**src/rtl/ple_pkg.sv**
```systemverilog
// Shared types and codes for the positional list engine.
`default_nettype none

package ple_pkg;

    localparam int S_TDATA_W = 40;
    localparam int S_TUSER_W = 2;
    localparam int M_TDATA_W = 16;
    localparam int POS_W     = 5;
    localparam int IN_VAL_W  = 32;
    localparam int STATUS_W  = 2;

    typedef enum logic [1:0] {
        REQ_INSERT = 2'd0,
        REQ_DELETE = 2'd1,
        REQ_SEARCH = 2'd2,
        REQ_UPDATE = 2'd3
    } t_req;

    typedef enum logic [1:0] {
        ST_OK    = 2'd0,
        ST_RANGE = 2'd1,
        ST_FULL  = 2'd2,
        ST_MISS  = 2'd3
    } t_status;

    typedef enum logic [1:0] {
        S_IDLE = 2'b01,
        S_SCAN = 2'b10
    } t_state;

    typedef struct packed {
        logic ins;
        logic del;
        logic upd;
        logic load_hit;
        logic shift_hit;
    } t_cell_cmd;

endpackage

`default_nettype wire

```
**src/rtl/positional_list_engine.sv**
```systemverilog
// Top level of the positional list engine: request decode, cell row and result register.
//
// The block keeps an ordered list of up to CAPACITY values in a row of cells, empty after
// reset. Insert, delete and update move the whole row at once: every cell loads its new
// entry from itself, its neighbour or the request in the same clock. In a search all cells
// compare at once, then the match flags move one cell towards the head each cycle while a
// counter tracks the position, so the first match sets the time. A search on an empty list
// answers with a miss without a scan. A finished result sits in an output register, and
// the next request is taken in the same cycle that the result is taken.
`default_nettype none

module positional_list_engine
    import ple_pkg::*;
#(
    parameter int CAPACITY    = 16,
    parameter int VALUE_WIDTH = 32
) (
    input  wire logic                   i_clk,
    input  wire logic                   i_rst_n,
    input  wire logic                   s_axis_tvalid,
    output logic                        s_axis_tready,
    // position [4:0], value_in [36:5], zero padding [39:37]
    input  wire logic [S_TDATA_W-1:0]   s_axis_tdata,
    // req_type [1:0]
    input  wire logic [S_TUSER_W-1:0]   s_axis_tuser,
    output logic                        m_axis_tvalid,
    input  wire logic                   m_axis_tready,
    // status [1:0], found_position [6:2], list_length [11:7], zero padding [15:12]
    output logic      [M_TDATA_W-1:0]   m_axis_tdata
);

    localparam int LW   = $clog2(CAPACITY + 1);
    localparam int CW   = $clog2(CAPACITY);
    localparam int CMPW = ((LW > POS_W) ? LW : POS_W) + 1;

    t_state               r_state;
    t_state               n_state;
    logic [LW-1:0]        r_len;
    logic [LW-1:0]        n_len;
    logic [LW-1:0]        r_cnt;
    logic [LW-1:0]        n_cnt;
    logic                 r_ovalid;
    logic                 n_ovalid;
    t_status              r_ostatus;
    t_status              n_ostatus;
    logic [POS_W-1:0]     r_ofound;
    logic [POS_W-1:0]     n_ofound;
    logic [POS_W-1:0]     r_olen;
    logic [POS_W-1:0]     n_olen;

    logic                 w_acc;
    t_req                 w_req;
    t_status              w_status;
    t_cell_cmd            w_cmd;
    logic [CMPW-1:0]      w_posx;
    logic [CMPW-1:0]      w_lenx;
    logic [CMPW-1:0]      w_pm1;
    logic [CW-1:0]        w_pidx;
    logic                 w_ins_ok;
    logic                 w_pos_ok;
    logic                 w_full;
    logic [63:0]          w_val64;
    logic [VALUE_WIDTH-1:0] w_val;
    logic [LW-1:0]        w_cnt1;

    logic [VALUE_WIDTH-1:0] w_data [CAPACITY];
    logic                   w_hit  [CAPACITY];

    assign s_axis_tready = (r_state == S_IDLE) && (!r_ovalid || m_axis_tready);
    assign w_acc         = s_axis_tvalid && s_axis_tready;
    assign w_req         = t_req'(s_axis_tuser);

    assign w_posx   = CMPW'(s_axis_tdata[POS_W-1:0]);
    assign w_lenx   = CMPW'(r_len);
    assign w_pm1    = w_posx - CMPW'(1);
    assign w_pidx   = w_pm1[CW-1:0];
    assign w_ins_ok = (w_posx != '0) && (w_posx <= w_lenx + CMPW'(1));
    assign w_pos_ok = (w_posx != '0) && (w_posx <= w_lenx);
    assign w_full   = (r_len == LW'(CAPACITY));
    assign w_cnt1   = r_cnt + LW'(1);

    assign w_val64 = {{(64 - IN_VAL_W){s_axis_tdata[POS_W+IN_VAL_W-1]}},
                      s_axis_tdata[POS_W+IN_VAL_W-1:POS_W]};
    assign w_val   = w_val64[VALUE_WIDTH-1:0];

    always_comb begin
        n_state   = r_state;
        n_len     = r_len;
        n_cnt     = r_cnt;
        n_ovalid  = r_ovalid && !m_axis_tready;
        n_ostatus = r_ostatus;
        n_ofound  = r_ofound;
        n_olen    = r_olen;
        w_status  = ST_OK;
        w_cmd     = '0;
        case (r_state)
            S_IDLE: begin
                if (w_acc) begin
                    case (w_req)
                        REQ_INSERT: begin
                            if (!w_ins_ok) begin
                                w_status = ST_RANGE;
                            end else if (w_full) begin
                                w_status = ST_FULL;
                            end else begin
                                w_cmd.ins = 1'b1;
                                n_len     = r_len + LW'(1);
                            end
                        end
                        REQ_DELETE: begin
                            if (!w_pos_ok) begin
                                w_status = ST_RANGE;
                            end else begin
                                w_cmd.del = 1'b1;
                                n_len     = r_len - LW'(1);
                            end
                        end
                        REQ_UPDATE: begin
                            if (!w_pos_ok) begin
                                w_status = ST_RANGE;
                            end else begin
                                w_cmd.upd = 1'b1;
                            end
                        end
                        default: begin
                            if (r_len == '0) begin
                                w_status = ST_MISS;
                            end else begin
                                w_cmd.load_hit = 1'b1;
                                n_cnt          = '0;
                                n_state        = S_SCAN;
                            end
                        end
                    endcase
                    if (!w_cmd.load_hit) begin
                        n_ovalid  = 1'b1;
                        n_ostatus = w_status;
                        n_ofound  = '0;
                        n_olen    = POS_W'(n_len);
                    end
                end
            end
            S_SCAN: begin
                if (w_hit[0]) begin
                    n_ovalid  = 1'b1;
                    n_ostatus = ST_OK;
                    n_ofound  = POS_W'(w_cnt1);
                    n_olen    = POS_W'(r_len);
                    n_state   = S_IDLE;
                end else if (w_cnt1 >= r_len) begin
                    n_ovalid  = 1'b1;
                    n_ostatus = ST_MISS;
                    n_ofound  = '0;
                    n_olen    = POS_W'(r_len);
                    n_state   = S_IDLE;
                end else begin
                    w_cmd.shift_hit = 1'b1;
                    n_cnt           = w_cnt1;
                end
            end
            default: begin
                n_state = S_IDLE;
            end
        endcase
    end

    always_ff @(posedge i_clk) begin
        if (!i_rst_n) begin
            r_state  <= S_IDLE;
            r_len    <= '0;
            r_cnt    <= '0;
            r_ovalid <= 1'b0;
        end else begin
            r_state  <= n_state;
            r_len    <= n_len;
            r_cnt    <= n_cnt;
            r_ovalid <= n_ovalid;
        end
    end

    always_ff @(posedge i_clk) begin
        r_ostatus <= n_ostatus;
        r_ofound  <= n_ofound;
        r_olen    <= n_olen;
    end

    for (genvar g = 0; g < CAPACITY; g++) begin : g_cell
        logic [VALUE_WIDTH-1:0] w_prev;
        logic [VALUE_WIDTH-1:0] w_next;
        logic                   w_next_hit;

        if (g == 0) begin : g_head
            assign w_prev = '0;
        end else begin : g_mid
            assign w_prev = w_data[g-1];
        end

        if (g == CAPACITY - 1) begin : g_tail
            assign w_next     = '0;
            assign w_next_hit = 1'b0;
        end else begin : g_body
            assign w_next     = w_data[g+1];
            assign w_next_hit = w_hit[g+1];
        end

        ple_cell #(
            .IDX (g),
            .VW  (VALUE_WIDTH),
            .CW  (CW),
            .LW  (LW)
        ) u_cell (
            .i_clk      (i_clk),
            .i_rst_n    (i_rst_n),
            .i_cmd      (w_cmd),
            .i_pos      (w_pidx),
            .i_val      (w_val),
            .i_len      (r_len),
            .i_prev     (w_prev),
            .i_next     (w_next),
            .i_next_hit (w_next_hit),
            .o_data     (w_data[g]),
            .o_hit      (w_hit[g])
        );
    end

    assign m_axis_tvalid = r_ovalid;
    assign m_axis_tdata  = {{(M_TDATA_W - STATUS_W - 2 * POS_W){1'b0}},
                            r_olen, r_ofound, r_ostatus};

    a_len_bound: assert property (@(posedge i_clk) disable iff (!i_rst_n)
        r_len <= LW'(CAPACITY))
        else $error("list length above capacity");

    a_scan_no_result: assert property (@(posedge i_clk) disable iff (!i_rst_n)
        (r_state == S_SCAN) |-> !r_ovalid)
        else $error("result pending while a search is running");

    a_insert_grows: assert property (@(posedge i_clk) disable iff (!i_rst_n)
        (w_acc && (w_req == REQ_INSERT) && (w_status == ST_OK))
        |=> (r_len == $past(r_len) + LW'(1)))
        else $error("successful insert did not grow the list");

    a_delete_shrinks: assert property (@(posedge i_clk) disable iff (!i_rst_n)
        (w_acc && (w_req == REQ_DELETE) && (w_status == ST_OK))
        |=> (r_len == $past(r_len) - LW'(1)))
        else $error("successful delete did not shrink the list");

endmodule

`default_nettype wire

```
**src/rtl/ple_cell.sv**
```systemverilog
// One list cell: holds a single entry and its search match flag.
`default_nettype none

module ple_cell
    import ple_pkg::*;
#(
    parameter int IDX = 0,
    parameter int VW  = 32,
    parameter int CW  = 4,
    parameter int LW  = 5
) (
    input  wire logic            i_clk,
    input  wire logic            i_rst_n,
    input  wire t_cell_cmd       i_cmd,
    input  wire logic [CW-1:0]   i_pos,
    input  wire logic [VW-1:0]   i_val,
    input  wire logic [LW-1:0]   i_len,
    input  wire logic [VW-1:0]   i_prev,
    input  wire logic [VW-1:0]   i_next,
    input  wire logic            i_next_hit,
    output logic      [VW-1:0]   o_data,
    output logic                 o_hit
);

    localparam logic [CW-1:0] MY_IDX   = CW'(IDX);
    localparam logic [LW-1:0] MY_IDX_L = LW'(IDX);

    logic [VW-1:0] r_data;
    logic [VW-1:0] n_data;
    logic          r_hit;
    logic          n_hit;

    always_comb begin
        n_data = r_data;
        if (i_cmd.ins) begin
            if (MY_IDX == i_pos) begin
                n_data = i_val;
            end else if (MY_IDX > i_pos) begin
                n_data = i_prev;
            end
        end else if (i_cmd.del) begin
            if (MY_IDX >= i_pos) begin
                n_data = i_next;
            end
        end else if (i_cmd.upd) begin
            if (MY_IDX == i_pos) begin
                n_data = i_val;
            end
        end
    end

    always_comb begin
        n_hit = r_hit;
        if (i_cmd.load_hit) begin
            n_hit = (MY_IDX_L < i_len) && (r_data == i_val);
        end else if (i_cmd.shift_hit) begin
            n_hit = i_next_hit;
        end
    end

    always_ff @(posedge i_clk) begin
        r_data <= n_data;
    end

    always_ff @(posedge i_clk) begin
        if (!i_rst_n) begin
            r_hit <= 1'b0;
        end else begin
            r_hit <= n_hit;
        end
    end

    assign o_data = r_data;
    assign o_hit  = r_hit;

endmodule

`default_nettype wire
```
**config.mk**
```make
export PLATFORM = sky130hd
export DESIGN_NAME = positional_list_engine
export DESIGN_NICKNAME = d
export VERILOG_FILES = /design/src/rtl/ple_pkg.sv /design/src/rtl/positional_list_engine.sv /design/src/rtl/ple_cell.sv
export SDC_FILE = /design/constraint.sdc
export NUM_CORES = 2
export LEC_CHECK = 0
export ABC_AREA = 1
export BUFFER_PORTS_ARGS = -buffer_cell sky130_fd_sc_hd__buf_4
export CAP_MARGIN = 15
export CORE_UTILIZATION = 40
export CTS_BUF_LIST = sky130_fd_sc_hd__clkbuf_16
export DETAILED_ROUTE_END_ITERATION = 8
export HOLD_SLACK_MARGIN = 0.15
export MAX_ROUTING_LAYER = met4
export PLACE_DENSITY_LB_ADDON = 0.1
export SKIP_LAST_GASP = 1
export SYNTH_ARGS = -nofsm -noshare
export SYNTH_HDL_FRONTEND = slang
export SYNTH_SLANG_ARGS = --single-unit
```
**constraint.sdc**
```tcl
create_clock -name i_clk -period 11.6 [get_ports i_clk]
set_input_delay 2.32 -clock i_clk [delete_from_list [all_inputs] [get_ports i_clk]]
set_output_delay 2.32 -clock i_clk [all_outputs]
set_load 0.05 [all_outputs]
```
* After elaboration in Yosys (flattened, before gate mapping) *
Index checks and enable logic that the tools add are counted.

word-level totals
  word-level logic and storage cells = 439
  output and inout bits = 18
  input port bits = 46
  register bits = 553

operators by class
  $lt $le $gt $ge = 51
  eq/ne operators = 75
  $add $sub $neg = 5
  muxes and demuxes = 200
  reductions and logical operators = 69

operator list
  cell                                                              count
  two-way mux 32 bit                                                112
  == test 32 bit                                                    16
  inequality test 3 x 1 -> 1 bit, second input constant             30
  two-way mux 5 bit                                                 16
  AND reduction 4 bit                                               18
  nonzero test 3 bit                                                17
  two-way mux 1 bit                                                 50
  less-than comparator 4 x 5 -> 1 bit, first input constant         8
  case mux 5 bit (2 select lines)                                   4
  == test 4 bit, first input constant                               8
  greater-or-equal comparator 4 bit, first input constant           8
  > comparator 4 bit, first input constant                          8
  two-way mux 2 bit                                                 12
  logical AND 1 bit                                                 21
  less-than comparator 3 x 5 -> 1 bit, first input constant         4
  == test 3 x 4 -> 1 bit, first input constant                      4
  greater-or-equal comparator 3 x 4 -> 1 bit, first input constant  4
  > comparator 3 x 4 -> 1 bit, first input constant                 4
  inequality test 2 bit, second input constant                      6
  case mux 2 bit (2 select lines)                                   3
  adder 5 x 1 -> 5 bit, second input constant                       2
  less-than comparator 1 x 5 -> 1 bit, first input constant         2
  less-than comparator 2 x 5 -> 1 bit, first input constant         2
  == test 2 x 4 -> 1 bit, first input constant                      2
  other kinds (29)                                                  39

* Depth between registers and ports, before layout *
  depth in word-level cells = 11
  depth in mapped cells = 19
  mapped depth without buffers = 17

* Cells and area by module *
Synthesis repeated with hierarchy kept, for this count alone.

unflattened totals
  cell total of the unflattened synthesis = 6240
  area total of the unflattened synthesis = 43573.0 sq um

modules (own cells, without submodules)
  module                         instances  sequential area each (sq um)  cells an instance  area an instance (sq um)
  ple_cell at g_cell[9].u_cell   1          980.9                         375                2701.3
  ple_cell at g_cell[11].u_cell  1          980.9                         372                2698.8
  ple_cell at g_cell[14].u_cell  1          980.9                         377                2662.6
  ple_cell at g_cell[5].u_cell   1          980.9                         376                2630.0
  ple_cell at g_cell[13].u_cell  1          980.9                         384                2613.8
  ple_cell at g_cell[1].u_cell   1          980.9                         368                2592.5
  ple_cell at g_cell[6].u_cell   1          980.9                         384                2592.5
  ple_cell at g_cell[2].u_cell   1          980.9                         373                2586.2
  ple_cell at g_cell[8].u_cell   1          980.9                         390                2581.2
  ple_cell at g_cell[15].u_cell  1          980.9                         370                2575.0
  ple_cell at g_cell[12].u_cell  1          980.9                         376                2572.5
  ple_cell at g_cell[4].u_cell   1          980.9                         363                2566.2
  ple_cell at g_cell[0].u_cell   1          980.9                         381                2556.2
  ple_cell at g_cell[10].u_cell  1          980.9                         374                2556.2
  3 more rows                    --         --                            --                 --

* Worst setup path before layout *
Ideal clock, no wire load.

  kind = input to register
  start point = in m_axis_tready
  end point = reg g_cell[10].u_cell.r_data[0] (enable)
  arrival = 6.264 ns
  cell stages on the path = 8
  buffers on the path = 0
  library setup time = 0.466 ns
  slack = 4.870 ns
  required time = 11.134 ns
  path through = nor2_1 > nor2_1 > nand2_1 > clkinv_1 > nand4_1 > nand2_1 > nor2_1 > o21ai_0

on the way
  word-level cells in the longest chain between the ends = 7
  elaborated cells on any way between the ends = 10
  classes of those cells = eq/ne: 2; mux: 2; reduce/logical: 6

ends and longest elaborated chain
  what                                                                                   RTL line                      RTL
  from (decl)                                                                            positional_list_engine.sv:27  input wire logic m_axis_tready,
  logical OR 1 bit (*)                                                                   positional_list_engine.sv:69  assign s_axis_tready = (r_state == S_IDLE) && (!r_ovalid || m_axis_tready);
  logical AND 1 bit (*)                                                                  positional_list_engine.sv:69
  net s_axis_tready                                                                      positional_list_engine.sv:21  output logic s_axis_tready,
  logical AND 1 bit (*)                                                                  positional_list_engine.sv:70  assign w_acc = s_axis_tvalid && s_axis_tready;
  two-way mux 4 bit (*)                                                                  positional_list_engine.sv:98  if (w_acc) begin
  two-way mux 4 bit (*)                                                                  positional_list_engine.sv:96  case (r_state)
  inequality test 3 x 1 -> 1 bit (no source line) or nonzero test 3 bit (tied branches)  --
  AND reduction 4 bit (no source line) (*)                                               --
  to (signal assigned)                                                                   ple_cell.sv:62                r_data <= n_data;
  to (decl)                                                                              ple_cell.sv:28                logic [VW-1:0] r_data;

Mark *: on every way through the listed nets, which the timed path passes. The rest lies on a longest branch.
A chain may end at the register's enable or synchronous reset.

* Final worst setup path *
  start point = in s_axis_tdata[0]
  end point = reg g_cell[6].u_cell.r_data[11] (enable)

on the way
  word-level cells in the longest chain between the ends = 8
  elaborated cells on any way between the ends = 21
  classes of those cells = add/sub: 1; order compare: 4; eq/ne: 3; mux: 7; reduce/logical: 6

ends and longest elaborated chain
  what                                                                                   RTL line                                                                                     RTL
  from (decl)                                                                            positional_list_engine.sv:23                                                                 input wire logic [S_TDATA_W-1:0] s_axis_tdata,
  less-or-equal comparator 5 x 6 -> 1 bit (tied with other cells)                        positional_list_engine.sv:77                                                                 assign w_ins_ok = (w_posx != '0) && (w_posx <= w_lenx + CMPW'(1));
  logical AND 1 bit (on tied branches)                                                   positional_list_engine.sv:77, positional_list_engine.sv:78
  two-way mux 1 bit (on tied branches)                                                   positional_list_engine.sv:101, positional_list_engine.sv:111, positional_list_engine.sv:119
  two-way mux 1 bit                                                                      positional_list_engine.sv:99                                                                 case (w_req)
  two-way mux 4 bit                                                                      positional_list_engine.sv:98
  two-way mux 4 bit                                                                      positional_list_engine.sv:96
  inequality test 3 x 1 -> 1 bit (no source line) or nonzero test 3 bit (tied branches)  --
  AND reduction 4 bit (no source line) (*)                                               --
  to (signal assigned)                                                                   ple_cell.sv:62
  to (decl)                                                                              ple_cell.sv:28

Mark *: on every way between the ends. The rest lies on a longest branch, timed or not.

==> results.toml <==
[cts]
cts_root_buffer = "sky130_fd_sc_hd__clkbuf_16"
cts_buffer_depth = 3
cts.clk_slew.worst_paths_ns = 0.05
cts_setup_buffers = 0
worst_skew_pair.late_latency_ns = 0.64
post_cts_resized = 0
clock-sinks = 553
cts_inserted_buffers = 71
post_cts_hold_buffer_count = 0
clock_tree_from_tritoncts = "yes"
htreeDepth = 3

[yosys]
synth_top_area_share_pct = 41.3
synth_cells = 4903
synthesis.area_um2 = 38100
ys_warnings = 0
synth.largest_area_cell = "sky130_fd_sc_hd__edfxtp_1"
yosysUniqueCellTypes = 44
synth-seq-area-share_pct = 42.8
ys_seq_elements = 553
leading_post_synthesis_cells_by_cell_area = "sky130_fd_sc_hd__edfxtp_1 (41%), sky130_fd_sc_hd__nand2_1 (18%), sky130_fd_sc_hd__nand3_1 (6.9%)"
average_size_of_a_mapped_cell_um2 = 7.77

[hold_path]
worst_hold_path_type = "reg2reg"
min-delay-start = "r_state[0]$_SDFFE_PN1P_"

[setup_path]
cp_data_arrival_time_ns = 6.58
cp_data_required_time_ns = 11.86
crit_startpoint = "s_axis_tdata[0]"
worst_setup_path_start_kind = "input port"
end_kind = "flip-flop"
reg2reg_from = "r_len[4]$_SDFFE_PN0P_"
path_class = "in2reg"
crit_fanout = 39

[finish]
fillCellCount = 9648
area_growth_pct = 7.45
final_layout_size_suffix_gt1_share_pct = 7.73
design.final.nets = 4776

[timing]
fin_setup_tns_ns = 0
finalCritPeriodShare_pct = 54.4
rsz0062_at_grt = "no"
final_period_minus_worst_setup_slack_ns = 6.32
final_hold_vio_count = 0
fmaxAchievable_mhz = 158
timing.final.setup_violations = 0
worstMarginPinSlew_ns = 1.21
clock-skew-final_ns = 0.0252
timing.slew.headroom_pct = 19.5
finalMaxSlewViolations = 0

[floorplanning]
die_y_um = 311
fp-row-count = 112
initial_utilization_pct = 40.6
die_w_um = 311
core_region_area_um2 = 93700
fp.dieArea_um2 = 96400
ios = 64

[power]
power-per-cell-area_nw_per_um2 = 151
netSwitchingPower_mw = 2.21
p_int_mw = 3.99
seq_power_share_pct = 41.5
switching_portion_of_total_power_pct = 35.6
worst_vdd_drop_mv = 0.106
leakage_nw = 15.4
power_frac_comb_pct = 24.7
clock_power_share_pct = 33.8
p_total_mw = 6.20

[placement]
finalWeightedCongestion = 1.11
buffers_added_on_ports = 56
dpl.hpwl_um = 110000

[global_routing]
grt_start_max_net_pins = 207
grt_overflow = 0
antenna_violations_before_repair = 10
grt_first_pass_wirelength_um = 240000
groute.usage.overall_pct = 35.1
first_global_vias = 31800

[drt]
routed_wirelength_um = 169000
firstDrtPassIters = 6
routed-via-count = 35700
drt_iter0_drc = 5428
viasPerCell = 5.92
post_drt_wl_per_cell_um = 28.0
detail-route-antenna-nets = 0
remaining_drc_errors = 0

[run_status]
outcome = "finished clean"

[job]
timing.max_cap.violations = 0
## state kept, by name, summed over array words and instances, names as in the netlist
name and cells:
r_len 5, g_cell.u_cell.o_hit 16, r_cnt 5, r_ofound 5, r_ostatus 2, r_olen 5, m_axis_tvalid 1, g_cell.u_cell.o_data 512
r_state 2
## worst max-delay path, cell delays in order
cell                      delay [ns]
sky130_fd_sc_hd__buf_4          0.13
sky130_fd_sc_hd__inv_2          0.24
sky130_fd_sc_hd__ha_1           0.34
sky130_fd_sc_hd__nor2_1         0.06
sky130_fd_sc_hd__nor2_1         0.35
sky130_fd_sc_hd__inv_1          0.22
sky130_fd_sc_hd__nor2_1         0.23
sky130_fd_sc_hd__nand2_2        0.51
sky130_fd_sc_hd__buf_4          0.53
sky130_fd_sc_hd__nand3_1        0.17
sky130_fd_sc_hd__nand2_1        0.10
sky130_fd_sc_hd__nor2_4         0.67
sky130_fd_sc_hd__buf_4          0.61
## stage by stage
| step | instance area [um^2] | std cells | hold slack (ns) | util, % | setup slack (ns) |
|---|---|---|---|---|---|
| CTS | 40900 | 6010 | 0.481 | 43.6 | 5.31 |
| finish | 40900 | 6020 | 0.479 | 43.6 | 5.28 |
| global placement | 38800 | 5884 | 0.465 | 41.4 | 4.66 |
| global route | 40900 | 6020 | 0.500 | 43.6 | 5.02 |
| floorplan | 38100 | 4906 | 0.444 | - | 4.87 |
| detailed placement | 38800 | 5884 | 0.473 | 41.4 | 4.66 |
## power by group through the flow
| stage | Sequential (mW) | Combinational (mW) | Clock (mW) |
|---|---|---|---|
| 2_1_floorplan | 2.60 | 0.958 | 0 |
| 3_3_place_gp | 2.61 | 1.48 | 0 |
| 3_5_place_dp | 2.61 | 1.49 | 0 |
| 4_1_cts | 2.57 | 1.49 | 2.12 |
| 5_1_grt | 2.59 | 1.64 | 2.18 |
| 6_report | 2.57 | 1.53 | 2.09 |
## metal layers
metal | track usage (%) | vias up | part of all wire [%]
met4 | 16.5 | 0 | 5.1
met5 | - | - | 0
met2 | 48.8 | 2036 | 42
met1 | 48.7 | 17300 | 42
li1 | - | 16000 | -
met3 | 6.98 | 338 | 11
## logic make-up after synthesis
group / Yosys count / synth area share [%]
xor+xnor: 396 / 9.11
compound gates: 611 / 8.38
flops: 553 / 42.8
other cells: 1 / 0.00985
fa+ha+maj: 25 / 0.821
simple gates: 2772 / 32.1
buf+inv: 545 / 6.73
## layout by cell type (no fill, tap or decap), types with 71 or more instances in the layout
cell type                      n
sky130_fd_sc_hd__nand2_1    1831
sky130_fd_sc_hd__edfxtp_1    524
sky130_fd_sc_hd__nand3_1     519
sky130_fd_sc_hd__o21ai_0     504
sky130_fd_sc_hd__xnor2_1     259
sky130_fd_sc_hd__inv_1       160
sky130_fd_sc_hd__xor2_1      137
sky130_fd_sc_hd__nor2_1      118
sky130_fd_sc_hd__buf_4       111
sky130_fd_sc_hd__nand3_2      91
sky130_fd_sc_hd__nor3_1       78
sky130_fd_sc_hd__clkbuf_16    71
## cell type report
class                   count  area (um^2)  share of cell area, %
diodes                      8         20.0                 0.0489
clock buffers              71         1780                   4.34
clock inverters            55          285                  0.697
inverters                 157          597                   1.46
multi-input cells        3808        19500                   47.6
flip-flops and latches    553        16300                   39.9
well taps                1254         1570                   3.83
repair buffers            114          881                   2.15
## final timing paths
path                                      endpoint  slack, ns  cells after the start
max          g_cell[6].u_cell.o_data[11]$_DFFE_PP_       5.28                     13
min reg2reg                r_state[0]$_SDFFE_PN1P_       0.48                      2
min                        r_state[0]$_SDFFE_PN1P_       0.48                      2
max reg2reg   g_cell[7].u_cell.o_data[9]$_DFFE_PP_       5.86                      9
## synthesized netlist by cell type, drive strengths merged
library cell / instances
o211ai: 9
dfxtp: 29
nand3b: 15
ha: 25
a22o: 1
buf: 172
nand4: 62
clkbuf: 216
nor2b: 1
a211oi: 2
edfxtp: 524
inv: 147
xnor2: 259
o21ai: 515
nor4: 2
nor3: 78
o21a: 1
nand2: 1859
o22ai: 35
clkinv: 10
nand3: 614
xor2: 137
conb: 1
a21oi: 32
o221ai: 2
a31oi: 3
a21boi: 1
nor2: 123
or2: 18
o2111ai: 10
Power figures use the tool's default switching activity.
